## src/hdl/tiny_register_machine_step_macros.svh

```systemverilog
// ----------------------------------------------------------------------------
// Assertion macros for the tiny register machine
// Shared helpers for concurrent checks, clocked and reset-qualified.
// ----------------------------------------------------------------------------
`ifndef TINY_REGISTER_MACHINE_STEP_MACROS_SVH
`define TINY_REGISTER_MACHINE_STEP_MACROS_SVH

// same-cycle implication
`define TRM_ASSERT_NOW(label, clk, rst, ante, cons, msg) \
   label: assert property (@(posedge clk) disable iff (rst) (ante) |-> (cons)) \
      else $error(msg);

// next-cycle implication
`define TRM_ASSERT_NEXT(label, clk, rst, ante, cons, msg) \
   label: assert property (@(posedge clk) disable iff (rst) (ante) |=> (cons)) \
      else $error(msg);

`endif

```

## src/hdl/trm_pkg.sv

```systemverilog
// ----------------------------------------------------------------------------
// trm_pkg
// Types and codes shared by the tiny register machine modules.
// ----------------------------------------------------------------------------
`default_nettype none

package trm_pkg;

   localparam logic FUNC_LOAD = 1'b0;
   localparam logic FUNC_STEP = 1'b1;

   typedef enum logic [3:0] {
      OP_MOV = 4'd1,
      OP_MOC = 4'd2,
      OP_ADD = 4'd3,
      OP_ADC = 4'd4,
      OP_SUB = 4'd5,
      OP_SUC = 4'd6,
      OP_JMP = 4'd7,
      OP_PTN = 4'd8,
      OP_PTC = 4'd9
   } op_type;

   typedef enum logic [2:0] {
      KIND_SILENT = 3'd0,
      KIND_NUMBER = 3'd1,
      KIND_CHAR   = 3'd2,
      KIND_HALT   = 3'd3,
      KIND_ERROR  = 3'd4
   } kind_type;

   // one stored program line
   typedef struct packed {
      logic [3:0]  opcode;
      logic [3:0]  first_operand;
      logic [15:0] second_operand;
   } prog_line_type;

   // execute decision handed back to the control path
   typedef struct packed {
      kind_type kind;
      logic     reg_we;
      logic     set_stop;
   } exec_ctl_type;

endpackage

`default_nettype wire

```

## src/hdl/trm_exec.sv

```systemverilog
// ----------------------------------------------------------------------------
// trm_exec
// Instruction decode, checks, ALU and next program counter.
// ----------------------------------------------------------------------------
`default_nettype none

module trm_exec
   import trm_pkg::*;
#(
   parameter int REGISTER_COUNT = 13,
   parameter int DATA_WIDTH     = 32,
   parameter int PC_W           = 9
) (
   input  wire prog_line_type         line,
   input  wire logic [DATA_WIDTH-1:0] reg_a,
   input  wire logic [DATA_WIDTH-1:0] reg_b,
   input  wire logic [PC_W-1:0]       pc,
   input  wire logic [PC_W-1:0]       prog_len,
   input  wire logic                  stopped,
   output exec_ctl_type               ctl,
   output logic [DATA_WIDTH-1:0]      wr_data,
   output logic [PC_W-1:0]            pc_next,
   output logic [31:0]                value
);

   localparam int TGT_W = PC_W + 17;

   logic                    halt;
   logic                    bad_op;
   logic                    bad_ra;
   logic                    bad_rb;
   logic                    reg_src;
   logic                    err;
   logic                    jmp_taken;
   logic                    jmp_err;
   logic [TGT_W-1:0]        target;
   logic [DATA_WIDTH+15:0]  imm_ext;
   logic [DATA_WIDTH-1:0]   imm;
   logic [DATA_WIDTH+31:0]  a_ext;
   logic [PC_W-1:0]         pc_inc;

   assign halt    = stopped || (pc >= prog_len);
   assign bad_ra  = {1'b0, line.first_operand} >= 5'(REGISTER_COUNT);
   assign bad_rb  = line.second_operand >= 16'(REGISTER_COUNT);
   assign imm_ext = {{DATA_WIDTH{line.second_operand[15]}}, line.second_operand};
   assign imm     = imm_ext[DATA_WIDTH-1:0];
   assign a_ext   = {32'b0, reg_a};
   assign pc_inc  = pc + PC_W'(1);

   // relative target, two's complement over a widened range
   assign target = {17'b0, pc}
                 + {{(PC_W + 1){line.second_operand[15]}}, line.second_operand};
   assign jmp_taken = !reg_a[DATA_WIDTH-1];

   always_comb begin
      bad_op  = 1'b0;
      reg_src = 1'b0;
      unique case (line.opcode) inside
         OP_MOV, OP_ADD, OP_SUB: reg_src = 1'b1;
         OP_MOC, OP_ADC, OP_SUC, OP_JMP, OP_PTN, OP_PTC: reg_src = 1'b0;
         default: bad_op = 1'b1;
      endcase
   end

   assign err     = bad_op || bad_ra || (reg_src && bad_rb);
   assign jmp_err = (line.opcode == OP_JMP) && jmp_taken
                 && (target[TGT_W-1] || (target > {17'b0, prog_len}));

   always_comb begin
      wr_data = reg_a;
      unique case (line.opcode) inside
         OP_MOV:  wr_data = reg_b;
         OP_MOC:  wr_data = imm;
         OP_ADD:  wr_data = reg_a + reg_b;
         OP_ADC:  wr_data = reg_a + imm;
         OP_SUB:  wr_data = reg_a - reg_b;
         OP_SUC:  wr_data = reg_a - imm;
         default: wr_data = reg_a;
      endcase
   end

   always_comb begin
      ctl.kind     = KIND_SILENT;
      ctl.reg_we   = 1'b0;
      ctl.set_stop = 1'b0;
      pc_next      = pc;
      value        = '0;
      if (halt) begin
         ctl.kind     = KIND_HALT;
         ctl.set_stop = 1'b1;
      end else if (err || jmp_err) begin
         ctl.kind     = KIND_ERROR;
         ctl.set_stop = 1'b1;
      end else begin
         pc_next = pc_inc;
         unique case (line.opcode) inside
            OP_MOV, OP_MOC, OP_ADD, OP_ADC, OP_SUB, OP_SUC: ctl.reg_we = 1'b1;
            OP_JMP: begin
               if (jmp_taken) begin
                  pc_next = target[PC_W-1:0];
               end
            end
            OP_PTN: begin
               ctl.kind = KIND_NUMBER;
               value    = a_ext[31:0];
            end
            default: begin
               ctl.kind = KIND_CHAR;
               value    = {24'b0, reg_a[7:0]};
            end
         endcase
      end
   end

endmodule

`default_nettype wire

```

## config.mk

```make
export PLATFORM = sky130hd
export DESIGN_NAME = trm_exec
export DESIGN_NICKNAME = d
export VERILOG_FILES = /design/src/hdl/tiny_register_machine_step_macros.svh /design/src/hdl/trm_pkg.sv /design/src/hdl/trm_exec.sv
export SDC_FILE = /design/constraint.sdc
export NUM_CORES = 1
export LEC_CHECK = 0
export BUFFER_PORTS_ARGS = -buffer_cell sky130_fd_sc_hd__buf_2
export CAP_MARGIN = 20
export CORE_AREA = 2 2 108 110
export DETAILED_ROUTE_END_ITERATION = 7
export DIE_AREA = 0 0 110 112
export PLACE_DENSITY = 0.83
export SLEW_MARGIN = 10
export SYNTH_ARGS = -nofsm -noshare
export SYNTH_HDL_FRONTEND = slang
export SYNTH_SLANG_ARGS = --single-unit
```

## constraint.sdc

```tcl
create_clock -name vclk -period 7.4
set_clock_uncertainty 0.1 [all_clocks]
set_input_delay 1.48 -clock vclk [all_inputs]
set_output_delay 1.48 -clock vclk [all_outputs]
set_load 0.01 [all_outputs]
```

**Yosys cells after proc, flatten, opt, wreduce, memory -nomap -nowiden**

Cells that the tools add are included.

- Bits in registers: 0
- Bits of input ports: 107
- Output and inout bits: 78
- Word-level logic and storage cells: 50

- Add/subtract/negate cells: 6
- $lt $le $gt $ge: 4
- Equal/unequal tests: 9
- Mux-type cells: 18
- Reductions and logical operators: 13

Operators with widths:

| cell | number |
|---|---|
| $pmux W32 S6 | 1 |
| $add A32 B32 Y32 | 2 |
| $mux W32 | 2 |
| $pmux W32 S2 | 1 |
| $sub A32 B32 Y32 | 2 |
| $mux W9 | 4 |
| $gt A26 B9 Y1 | 1 |
| $add A10 B16 Y17 | 1 |
| $eq A4 B3 Y1 const B | 4 |
| $ge A16 B4 Y1 const B | 1 |
| $add A9 B1 Y9 const B | 1 |
| $ge A9 B9 Y1 | 1 |
| $reduce_or A9 Y1 | 1 |
| $eq A4 B2 Y1 const B | 2 |
| $eq A4 B4 Y1 const B | 2 |
| $mux W1 | 7 |
| $reduce_or A7 Y1 | 1 |
| $mux W3 | 2 |
| $reduce_or A6 Y1 | 1 |
| $logic_or A1 B1 Y1 | 5 |
| $eq A4 B1 Y1 const B | 1 |
| $ge A4 B4 Y1 const B | 1 |
| $pmux W2 S2 | 1 |
| $logic_and A1 B1 Y1 | 3 |
| other kinds (2) | 2 |

**Depth between registers and ports, before layout**

Gate-level depths: netlist (run 1).

- Depth after elaboration: 8
- Gate-level depth with buffers: 19
- Depth with buffers taken out: 18

**Least setup slack after synthesis (run 1)**

Ideal clock, no wire load.

- Path kind: input to output
- Start point: in reg_b[4]
- End point: out wr_data[28]
- Arrival: 5,395 ps
- Required time: 5,820 ps
- Setup slack: 425 ps
- Cell stages on the path: 17
- Buffers on the path: 0
- Cells stage by stage: or4_4 > nor4b_4 > nand2b_1 > or3_1 > nor3_1 > o21ai_0 > nand2_1 > a221oi_1 > ha_1 > nand4_1 > nor2_1 > nand3_1 > a2111oi_0 > o31a_1 > o21a_1 > nor3_1 > o32ai_1

- Cells in the longest elaborated chain, start to end: 2
- Elaborated cells on any way between the ends: 3
- Classes of those cells: add/sub: 2; mux: 1

RTL lines:

| item | RTL line | text |
|---|---|---|
| start, declared | trm_exec.sv:16 | `input wire logic [DATA_WIDTH-1:0] reg_b,` |
| $sub A32 B32 Y32 or $add A32 B32 Y32 (tied branches) | trm_exec.sv:76, trm_exec.sv:74 |  |
| $pmux W32 S6 (*) | trm_exec.sv:71 | `unique case (line.opcode) inside` |
| end, declared | trm_exec.sv:21 | `output logic [DATA_WIDTH-1:0] wr_data,` |

Mark *: on every way between the ends. The rest lies on a longest branch, timed or not.

**Worst setup path in the final report (run 1)**

- Start point: in reg_b[4]
- End point: out wr_data[29]

The elaborated chain is that of the path after synthesis.

==> flow_metrics.tcl, run 1 <==
set metrics [dict create \
    wl_per_cell_um 18.0 \
    grt_util_all_layers 0.311 \
    met3_usage 0.0310 \
    setup_viol 0 \
    syn-cell-area_um2 5470 \
    ys_types 75 \
    die_width_um 110 \
    final_cell_mix "185 x buf_2, 84 x a21oi_1, 77 x nor2_1" \
    hold_violations 0 \
    use_met1 0.432 \
    worstHoldStart "reg_a[2]" \
    hpwl_um 16400 \
    grt_max_degree 33 \
    finalNetCount 1193 \
    synth.avg_cell_area_um2 6.41 \
    n_fill_cell 1049 \
    diodes 0 \
    vias_per_cell 6.54 \
    yosys_warnings 0 \
    required_ps 5820 \
    dpl-instance-area_um2 6570 \
    syn_nets 1026 \
    finalMaxSlewViolations 0 \
    p_leak_nw 3.02 \
    finalWeightedCongestion 1.02 \
    register_area_um2 0 \
    top_usage_layer "met2" \
    grt_pass1_vias 6578 \
    rsz0062_at_grt "true" \
    vdd_drop_max_mv 0.0468 \
    end_kind "primary output" \
    ant_nets 0 \
    finalCritPeriodShare 0.975 \
    worstHoldPathType "input port to primary output" \
    seq_cells 0 \
    routed_wl_um 20900 \
    endpoint "wr_data[29]" \
    die-area_um2 12300 \
    coreArea_um2 11200 \
    crit_arrival_ps 5630 \
    vias 7603 \
    io_pins 185 \
    final_common_cell "buf_2" \
    crit_start "reg_b[4]" \
    start_util 0.490 \
    max-slew-margin-rel 0.342 \
    grt_use_met2 0.512 \
    drcViolationCount 5 \
    start_kind "input port" \
    worstPathMaxFanout 7 \
    postLayoutCellArea_um2 6690 \
    die_h_um 112 \
    dr.first_iter.drc_count 887 \
    powerDensity_nw_per_um2 84.6 \
    grt.overflow.total 0 \
    dr.pass1.iters 8 \
    status "finished with violations" \
    hold_slack_ps 3170 \
    multiInputGateArea_um2 5290 \
    seq_area_frac_synth 0 \
    holdBufCountCts 0 \
    max_slew.worst_pin.slew_ps 979 \
    grt_pass1_wl_um 31700 \
    finalCriticalPeriod_ps 7210 \
    antenna_found_initial 0 \
    fmax_mhz 139 \
    io_buffers 185 \
    syn_to_final_growth_pct 22.2 \
    rows 39 \
    failed_checks "DRC" \
    clkbuf_count 0 \
    maxCapViolCount 0 \
    final_layout_size_suffix_gt1_frac 0.232 \
    path_class "input port to primary output" \
    synthCells 854 \
]
[per-layer routing]
| layer | vias to the layer above | part of all wire |
|---|---|---|
| met5 | - | 0 |
| met4 | 0 | 0.028 |
| met3 | 59 | 0.11 |
| met2 | 468 | 0.45 |
| met1 | 3468 | 0.41 |
| li1 | 3608 | - |
[cell type report]
| type | instances | area share |
|---|---|---|
| multi-input cells | 776 | 0.791 |
| inverters | 39 | 0.0219 |
| repair buffers | 204 | 0.160 |
| well taps | 143 | 0.0268 |
[cell families (layout without fill, tap and decap cells)]
logic type	count (synthesis)	count (layout)	share of synthesized area
mux	5	5	0.00937
buf+inv	78	243	0.0544
simple gates	337	337	0.318
xor+xnor	45	45	0.0720
fa+ha+maj	66	66	0.153
compound gates	323	323	0.393
[through the flow]
step,instances,worst slack (ps),utilization,power [W],setup TNS [ps]
final,1162,186,0.598,0.000566,0
after detailed placement,1160,-169,0.588,0.000537,-362
after global placement,1160,-147,0.588,0.000528,-298
after floorplan,854,425,-,0.000363,0
after global routing,1162,-34.4,0.598,0.000614,-61.6
after CTS,1160,38.7,0.589,0.000541,0
[worst min-delay path by stage]
stage	to	slack, ps	cells past startpoint
2_1_floorplan	wr_data[2]	2970	2
3_3_place_gp	wr_data[2]	3160	4
3_5_place_dp	wr_data[2]	3170	4
4_1_cts	wr_data[2]	3170	4
5_1_grt	value[24]	3190	3
6_report	wr_data[2]	3170	4
[worst max-delay path, stage by stage]
cell and delay, ps:
buf_2 130, or4_4 590, or4_2 650, nor3_1 220
xnor2_1 140, o21ai_0 90, ha_1 420, nand4_1 140
a21oi_1 130, o21ai_0 240, a211o_1 380, a21oi_1 190
o31ai_1 180, or4_1 430, nand3_1 90, buf_2 120
[where the power goes]
group	total (W)	leakage (nW)	internal, W	switching, W
Combinational	0.000566	3.02	0.000228	0.000338
Sequential	0	0	0	0
Clock	0	0	0	0
[repair_timing]
item,4_1_cts,5_1_grt
hold endpoints to repair,0,0
resized for setup,2,21
setup buffers,0,2
setup endpoints to repair,4,8
pin swaps,0,6
[synthesized netlist by cell type (6+ instances only)]
| cell | instances | share of area |
|---|---|---|
| a211oi_1 | 13 | 0.018 |
| a222oi_1 | 14 | 0.026 |
| a21o_1 | 16 | 0.022 |
| a21oi_1 | 85 | 0.078 |
| clkbuf_1 | 35 | 0.024 |
| xor2_1 | 18 | 0.029 |
| a31oi_1 | 13 | 0.015 |
| nand2_1 | 69 | 0.047 |
| o21ai_0 | 67 | 0.061 |
| inv_1 | 39 | 0.027 |
| nor3_1 | 37 | 0.034 |
| nand3_1 | 24 | 0.022 |
| and3_1 | 6 | 0.0069 |
| o211ai_1 | 11 | 0.015 |
| a221oi_1 | 7 | 0.011 |
| nor4_1 | 8 | 0.0091 |
| a21boi_0 | 7 | 0.0096 |
| and2_1 | 39 | 0.045 |
| xnor2_1 | 27 | 0.043 |
| nand2b_1 | 11 | 0.013 |
| nand4_1 | 13 | 0.015 |
| o31ai_1 | 9 | 0.012 |
| or3_1 | 12 | 0.014 |
| nor2_1 | 79 | 0.054 |
| o21a_1 | 12 | 0.016 |
| ha_1 | 63 | 0.14 |
| o221ai_1 | 10 | 0.016 |
| o22ai_1 | 7 | 0.0080 |
| nor2b_1 | 8 | 0.0091 |
Note: power is estimated with default switching activity, not from simulation.
==> run 2, diff against run 1 <==
--- a/config.mk
+++ b/config.mk
@@ -7,11 +7,10 @@
 export LEC_CHECK = 0
 export BUFFER_PORTS_ARGS = -buffer_cell sky130_fd_sc_hd__buf_2
 export CAP_MARGIN = 20
-export CORE_AREA = 2 2 108 110
+export CORE_AREA = 5 5 80 156
 export DETAILED_ROUTE_END_ITERATION = 7
-export DIE_AREA = 0 0 110 112
-export PLACE_DENSITY = 0.83
-export SLEW_MARGIN = 10
+export DIE_AREA = 0 0 85 161
+export PLACE_DENSITY = 0.84
 export SYNTH_ARGS = -nofsm -noshare
 export SYNTH_HDL_FRONTEND = slang
 export SYNTH_SLANG_ARGS = --single-unit
==> run 2 against run 1 <==
Count of clock-buffer cells in the layout did not move. Setup slack improved by 9.8 ps. Non-clock buffer count rose by 12. Sequential cell count did not move. The run now ends clean. Final cell count rose by 0.95%.
==> flow_metrics.tcl, run 2 (synthesis results as in run 1) <==
set metrics [dict create \
    worstHoldPathType "input port to primary output" \
    n_fill_cell 1108 \
    end_kind "primary output" \
    vias_per_cell 6.47 \
    setup_viol 0 \
    io_buffers 185 \
    max-slew-margin-rel 0.391 \
    start_util 0.491 \
    finalCriticalPeriod_ps 7200 \
    finalWeightedCongestion 1.00 \
    seq_cells 0 \
    status "finished clean" \
    grt_max_degree 30 \
    holdBufCountCts 0 \
    crit_start "reg_b[4]" \
    grt.overflow.total 0 \
    p_leak_nw 3.07 \
    path_class "input port to primary output" \
    hpwl_um 17000 \
    crit_arrival_ps 5620 \
    finalMaxSlewViolations 0 \
    worstPathMaxFanout 6 \
    required_ps 5820 \
    die-area_um2 13700 \
    diodes 0 \
    antenna_found_initial 0 \
    max_slew.worst_pin.slew_ps 906 \
    hold_violations 0 \
    die_width_um 85 \
    fmax_mhz 139 \
    register_area_um2 0 \
    start_kind "input port" \
    dpl-instance-area_um2 6660 \
    slowest_stage "or4_2" \
    grt_pass1_wl_um 33600 \
    io_pins 185 \
    worstHoldStart "reg_a[25]" \
    dr.first_iter.drc_count 601 \
    clkbuf_count 0 \
    fin_cells 1173 \
    rows 55 \
    ant_nets 0 \
    die_h_um 161 \
    maxCapViolCount 0 \
    final_cell_mix "185 x buf_2, 84 x a21oi_1, 79 x nor2_1" \
    dp.cells 1169 \
    finalNetCount 1205 \
    final_common_cell "buf_2" \
    powerDensity_nw_per_um2 83.5 \
    final_layout_size_suffix_gt1_frac 0.235 \
    dr.pass1.iters 5 \
    drcViolationCount 0 \
    finalCritPeriodShare 0.974 \
    crit_chain "buf_2 > or4_4 > or4_2 > nor3_1 > o221ai_1 > o311a_1 > ha_1 > nand4_1 > nor2_1 > nand3_1 > a2111oi_2 > buf_4 > o31a_1 > o21a_1 > nor3_1 > o32ai_1 > buf_2" \
    coreArea_um2 11100 \
    slowest_delay_ps 640 \
    wl_per_cell_um 18.0 \
    vias 7592 \
    postLayoutCellArea_um2 6730 \
    vdd_drop_max_mv 0.0437 \
    grt_util_all_layers 0.284 \
    grt_pass1_vias 7226 \
    routed_wl_um 21100 \
    syn_to_final_growth_pct 23.0 \
]
==> run 2: cell count changes in the layout (fill, tap and decap cells not counted), moves of 2 or more <==
cell     previous run  this run
nor2_1             77        79
nand3_1            21        23
nor2_2              2         0
buf_4              18        30
==> run 2: cell type report <==
class                           instances  area (µm²)  share of cell area
Timing Repair Buffer                  216        1170               0.174
Tap cell                              142         178              0.0264
Inverter                               39         146              0.0217
Multi-Input combinational cell        776        5240               0.778
==> run 2: stage by stage <==
| stage | util | power (W) | TNS [ps] | setup slack [ps] | hold slack [ps] |
|---|---|---|---|---|---|
| final | 0.604 | 0.000562 | 0 | 196 | 3180 |
| after global routing | 0.604 | 0.000619 | -16.3 | -16.3 | 3200 |
| after CTS | 0.597 | 0.000546 | 0 | 82.3 | 3180 |
| after detailed placement | 0.597 | 0.000542 | 0 | 112 | 3180 |
| after global placement | 0.597 | 0.000533 | 0 | 189 | 3170 |
| after floorplan | - | 0.000363 | 0 | 425 | 2970 |
==> run 2: repair_timing <==
action,CTS,global route
gates resized for setup,0,14
buffers inserted,0,4
setup endpoints to repair,0,9
==> run 2: critical path: cells and delay by family <==
family	cells	cell delay [ps]
simple gates	7	1950
buf+inv	3	480
fa+ha+maj	1	390
compound gates	6	1310
==> run 2: worst paths after layout <==
path / endpoint / slack (ps) / depth (start not counted)
max: wr_data[28] / 200 / 17
min: value[25] / 3180 / 3
==> run 2: where the power goes <==
part / internal [W] / switching, W
Clock: 0 / 0
Sequential: 0 / 0
Combinational: 0.000231 / 0.000331
==> run 2: layer usage <==
layer / track usage / share of wire
met1: 0.364 / 0.40
met2: 0.483 / 0.47
met3: 0.0296 / 0.091
met4: 0.105 / 0.039
met5: 0 / 0
==> run 3, diff against run 2 <==
--- a/config.mk
+++ b/config.mk
@@ -5,12 +5,13 @@
 export SDC_FILE = /design/constraint.sdc
 export NUM_CORES = 1
 export LEC_CHECK = 0
+export ABC_AREA = 1
 export BUFFER_PORTS_ARGS = -buffer_cell sky130_fd_sc_hd__buf_2
 export CAP_MARGIN = 20
-export CORE_AREA = 5 5 80 156
+export CORE_AREA = 5 5 85 166
 export DETAILED_ROUTE_END_ITERATION = 7
-export DIE_AREA = 0 0 85 161
-export PLACE_DENSITY = 0.84
+export DIE_AREA = 0 0 90 171
+export PLACE_DENSITY = 0.82
 export SYNTH_ARGS = -nofsm -noshare
 export SYNTH_HDL_FRONTEND = slang
 export SYNTH_SLANG_ARGS = --single-unit
==> run 3 against run 2 <==
Total power rose by 8.2%. Combinational power rose by 8.2%. Count of clock-buffer cells in the layout unchanged. Area after synthesis rose by 14%. Routed wire length rose by 32%. Die area rose by 12%. Critical path depth up 6. Largest cell class unchanged. Highest routed layer unchanged.
==> flow_metrics.tcl, run 3 <==
set metrics [dict create \
    status "finished clean" \
    dr.pass1.iters 6 \
    yosys_warnings 0 \
    syn-cell-area_um2 6240 \
    final_cell_mix "348 x nand2_1, 185 x buf_2, 162 x inv_1" \
    fin_cells 1555 \
    start_kind "input port" \
    hold_slack_ps 3180 \
    setup_viol 0 \
    finalCritPeriodShare 0.943 \
    register_area_um2 0 \
    grt_max_degree 40 \
    dr.first_iter.drc_count 1145 \
    yosysMostFrequentCell "nand2_1" \
    die-area_um2 15400 \
    wl_per_cell_um 17.9 \
    synth.avg_cell_area_um2 5.05 \
    final_common_cell "nand2_1" \
    fin_setup_tns_ps 0 \
    p_leak_nw 3.86 \
    vias_per_cell 6.03 \
    worstPathMaxFanout 7 \
    drcViolationCount 0 \
    die_h_um 171 \
    postCtsSetupBuffers 0 \
    path_class "input port to primary output" \
    pre_cts_slack_ps 458 \
    synthTopCellsByArea "nand2_1 21%, ha_1 13%, inv_1 9.8%, nor2_1 9.3%, nand3_1 7.8%" \
    finalCriticalPeriod_ps 6980 \
    routed_wl_um 27900 \
    vdd_drop_max_mv 0.0435 \
    max_slew.worst_pin.slew_ps 877 \
    cts_resized 0 \
    seq_area_frac_synth 0 \
    fmax_mhz 143 \
    antenna_found_initial 0 \
    holdBufCountCts 0 \
    worst_slack_ps 425 \
    grt_pass1_vias 8605 \
    ant_nets 0 \
    finalWeightedCongestion 1.02 \
    seq_cells 0 \
    worstHoldPathType "input port to primary output" \
    powerDensity_nw_per_um2 82.9 \
    finalMaxSlewViolations 0 \
    syn_to_final_growth_pct 17.6 \
    netlist_top_cells_count "348 x nand2_1, 162 x inv_1, 155 x nor2_1" \
    die_width_um 90 \
    syn_nets 1407 \
    dp.cells 1555 \
    grt_pass1_wl_um 43800 \
    netlist.area_leader.share 0.209 \
    wl_met3_um 3310 \
    topRoutingLayerUsed "met4" \
    end_kind "primary output" \
    io_pins 185 \
    power_w 0.000608 \
    n_fill_cell 1375 \
    finalNetCount 1577 \
    synth_top_area_cell "nand2_1" \
    grt.overflow.total 0 \
    vias 9384 \
    crit_arrival_ps 5400 \
    grt_util_all_layers 0.340 \
    rows 59 \
    max-slew-margin-rel 0.414 \
    ys_types 45 \
    clkbuf_count 0 \
    diodes 0 \
    coreArea_um2 12800 \
    synthCells 1235 \
    required_ps 5820 \
    final_layout_size_suffix_gt1_frac 0.168 \
    hpwl_um 23400 \
    io_buffers 185 \
    start_util 0.488 \
    hold_violations 0 \
    maxCapViolCount 0 \
    wl_met2_um 12300 \
    met1Wirelength_um 11400 \
]
## run 3: path summary, 6_finish.rpt
kind | from | endpoint | depth (start not counted)
worst max-delay path | line[1] | wr_data[24] | 23
worst min-delay path | reg_a[0] | wr_data[0] | 4
## run 3: routing by layer
layer	track usage	vias to the layer above
li1	-	4473
met1	0.462	4187
met2	0.546	645
met3	0.0656	79
met4	0.0953	0
met5	0	-
## run 3: power breakdown
group / switching (W) / internal, W / leakage, nW
registers: 0 / 0 / 0
clock network: 0 / 0 / 0
logic: 0.000401 / 0.000207 / 3.86
## run 3: kinds of logic (layout without fill, tap and decap cells)
group | count (synthesis) | count (layout) | share of synthesized area
compound gates | 255 | 255 | 0.241
xor+xnor | 27 | 27 | 0.0379
buf+inv | 202 | 370 | 0.124
simple gates | 686 | 686 | 0.464
fa+ha+maj | 65 | 65 | 0.133
## run 3: worst max-delay path, stage by stage
cell and delay [ps]:
buf_2 120, inv_1 150, nand3_1 130, nor2_1 150
nand2_1 120, nor2_1 100, nand2_1 90, nor2_1 160
nand4_1 150, nor2_1 160, nand2_1 100, nand2_1 70
nand2_1 200, o21ai_0 340, ha_1 370, a21oi_1 210
a21boi_0 240, a21boi_0 240, nand3_1 140, or2_2 290
nand3_1 100, o2111ai_1 100, buf_2 180
## run 3: layout make-up
| cell class | count | area, µm² | share of cell area |
|---|---|---|---|
| Inverter | 173 | 649 | 0.0886 |
| Multi-Input combinational cell | 1033 | 5480 | 0.747 |
| Tap cell | 152 | 190 | 0.0259 |
| Timing Repair Buffer | 197 | 1020 | 0.139 |
## run 3: metrics by stage
step	utilization	area, µm²
2_1_floorplan	-	6240
3_3_place_gp	0.574	7330
3_5_place_dp	0.574	7330
4_1_cts	0.574	7330
5_1_grt	0.574	7330
6_report	0.574	7330
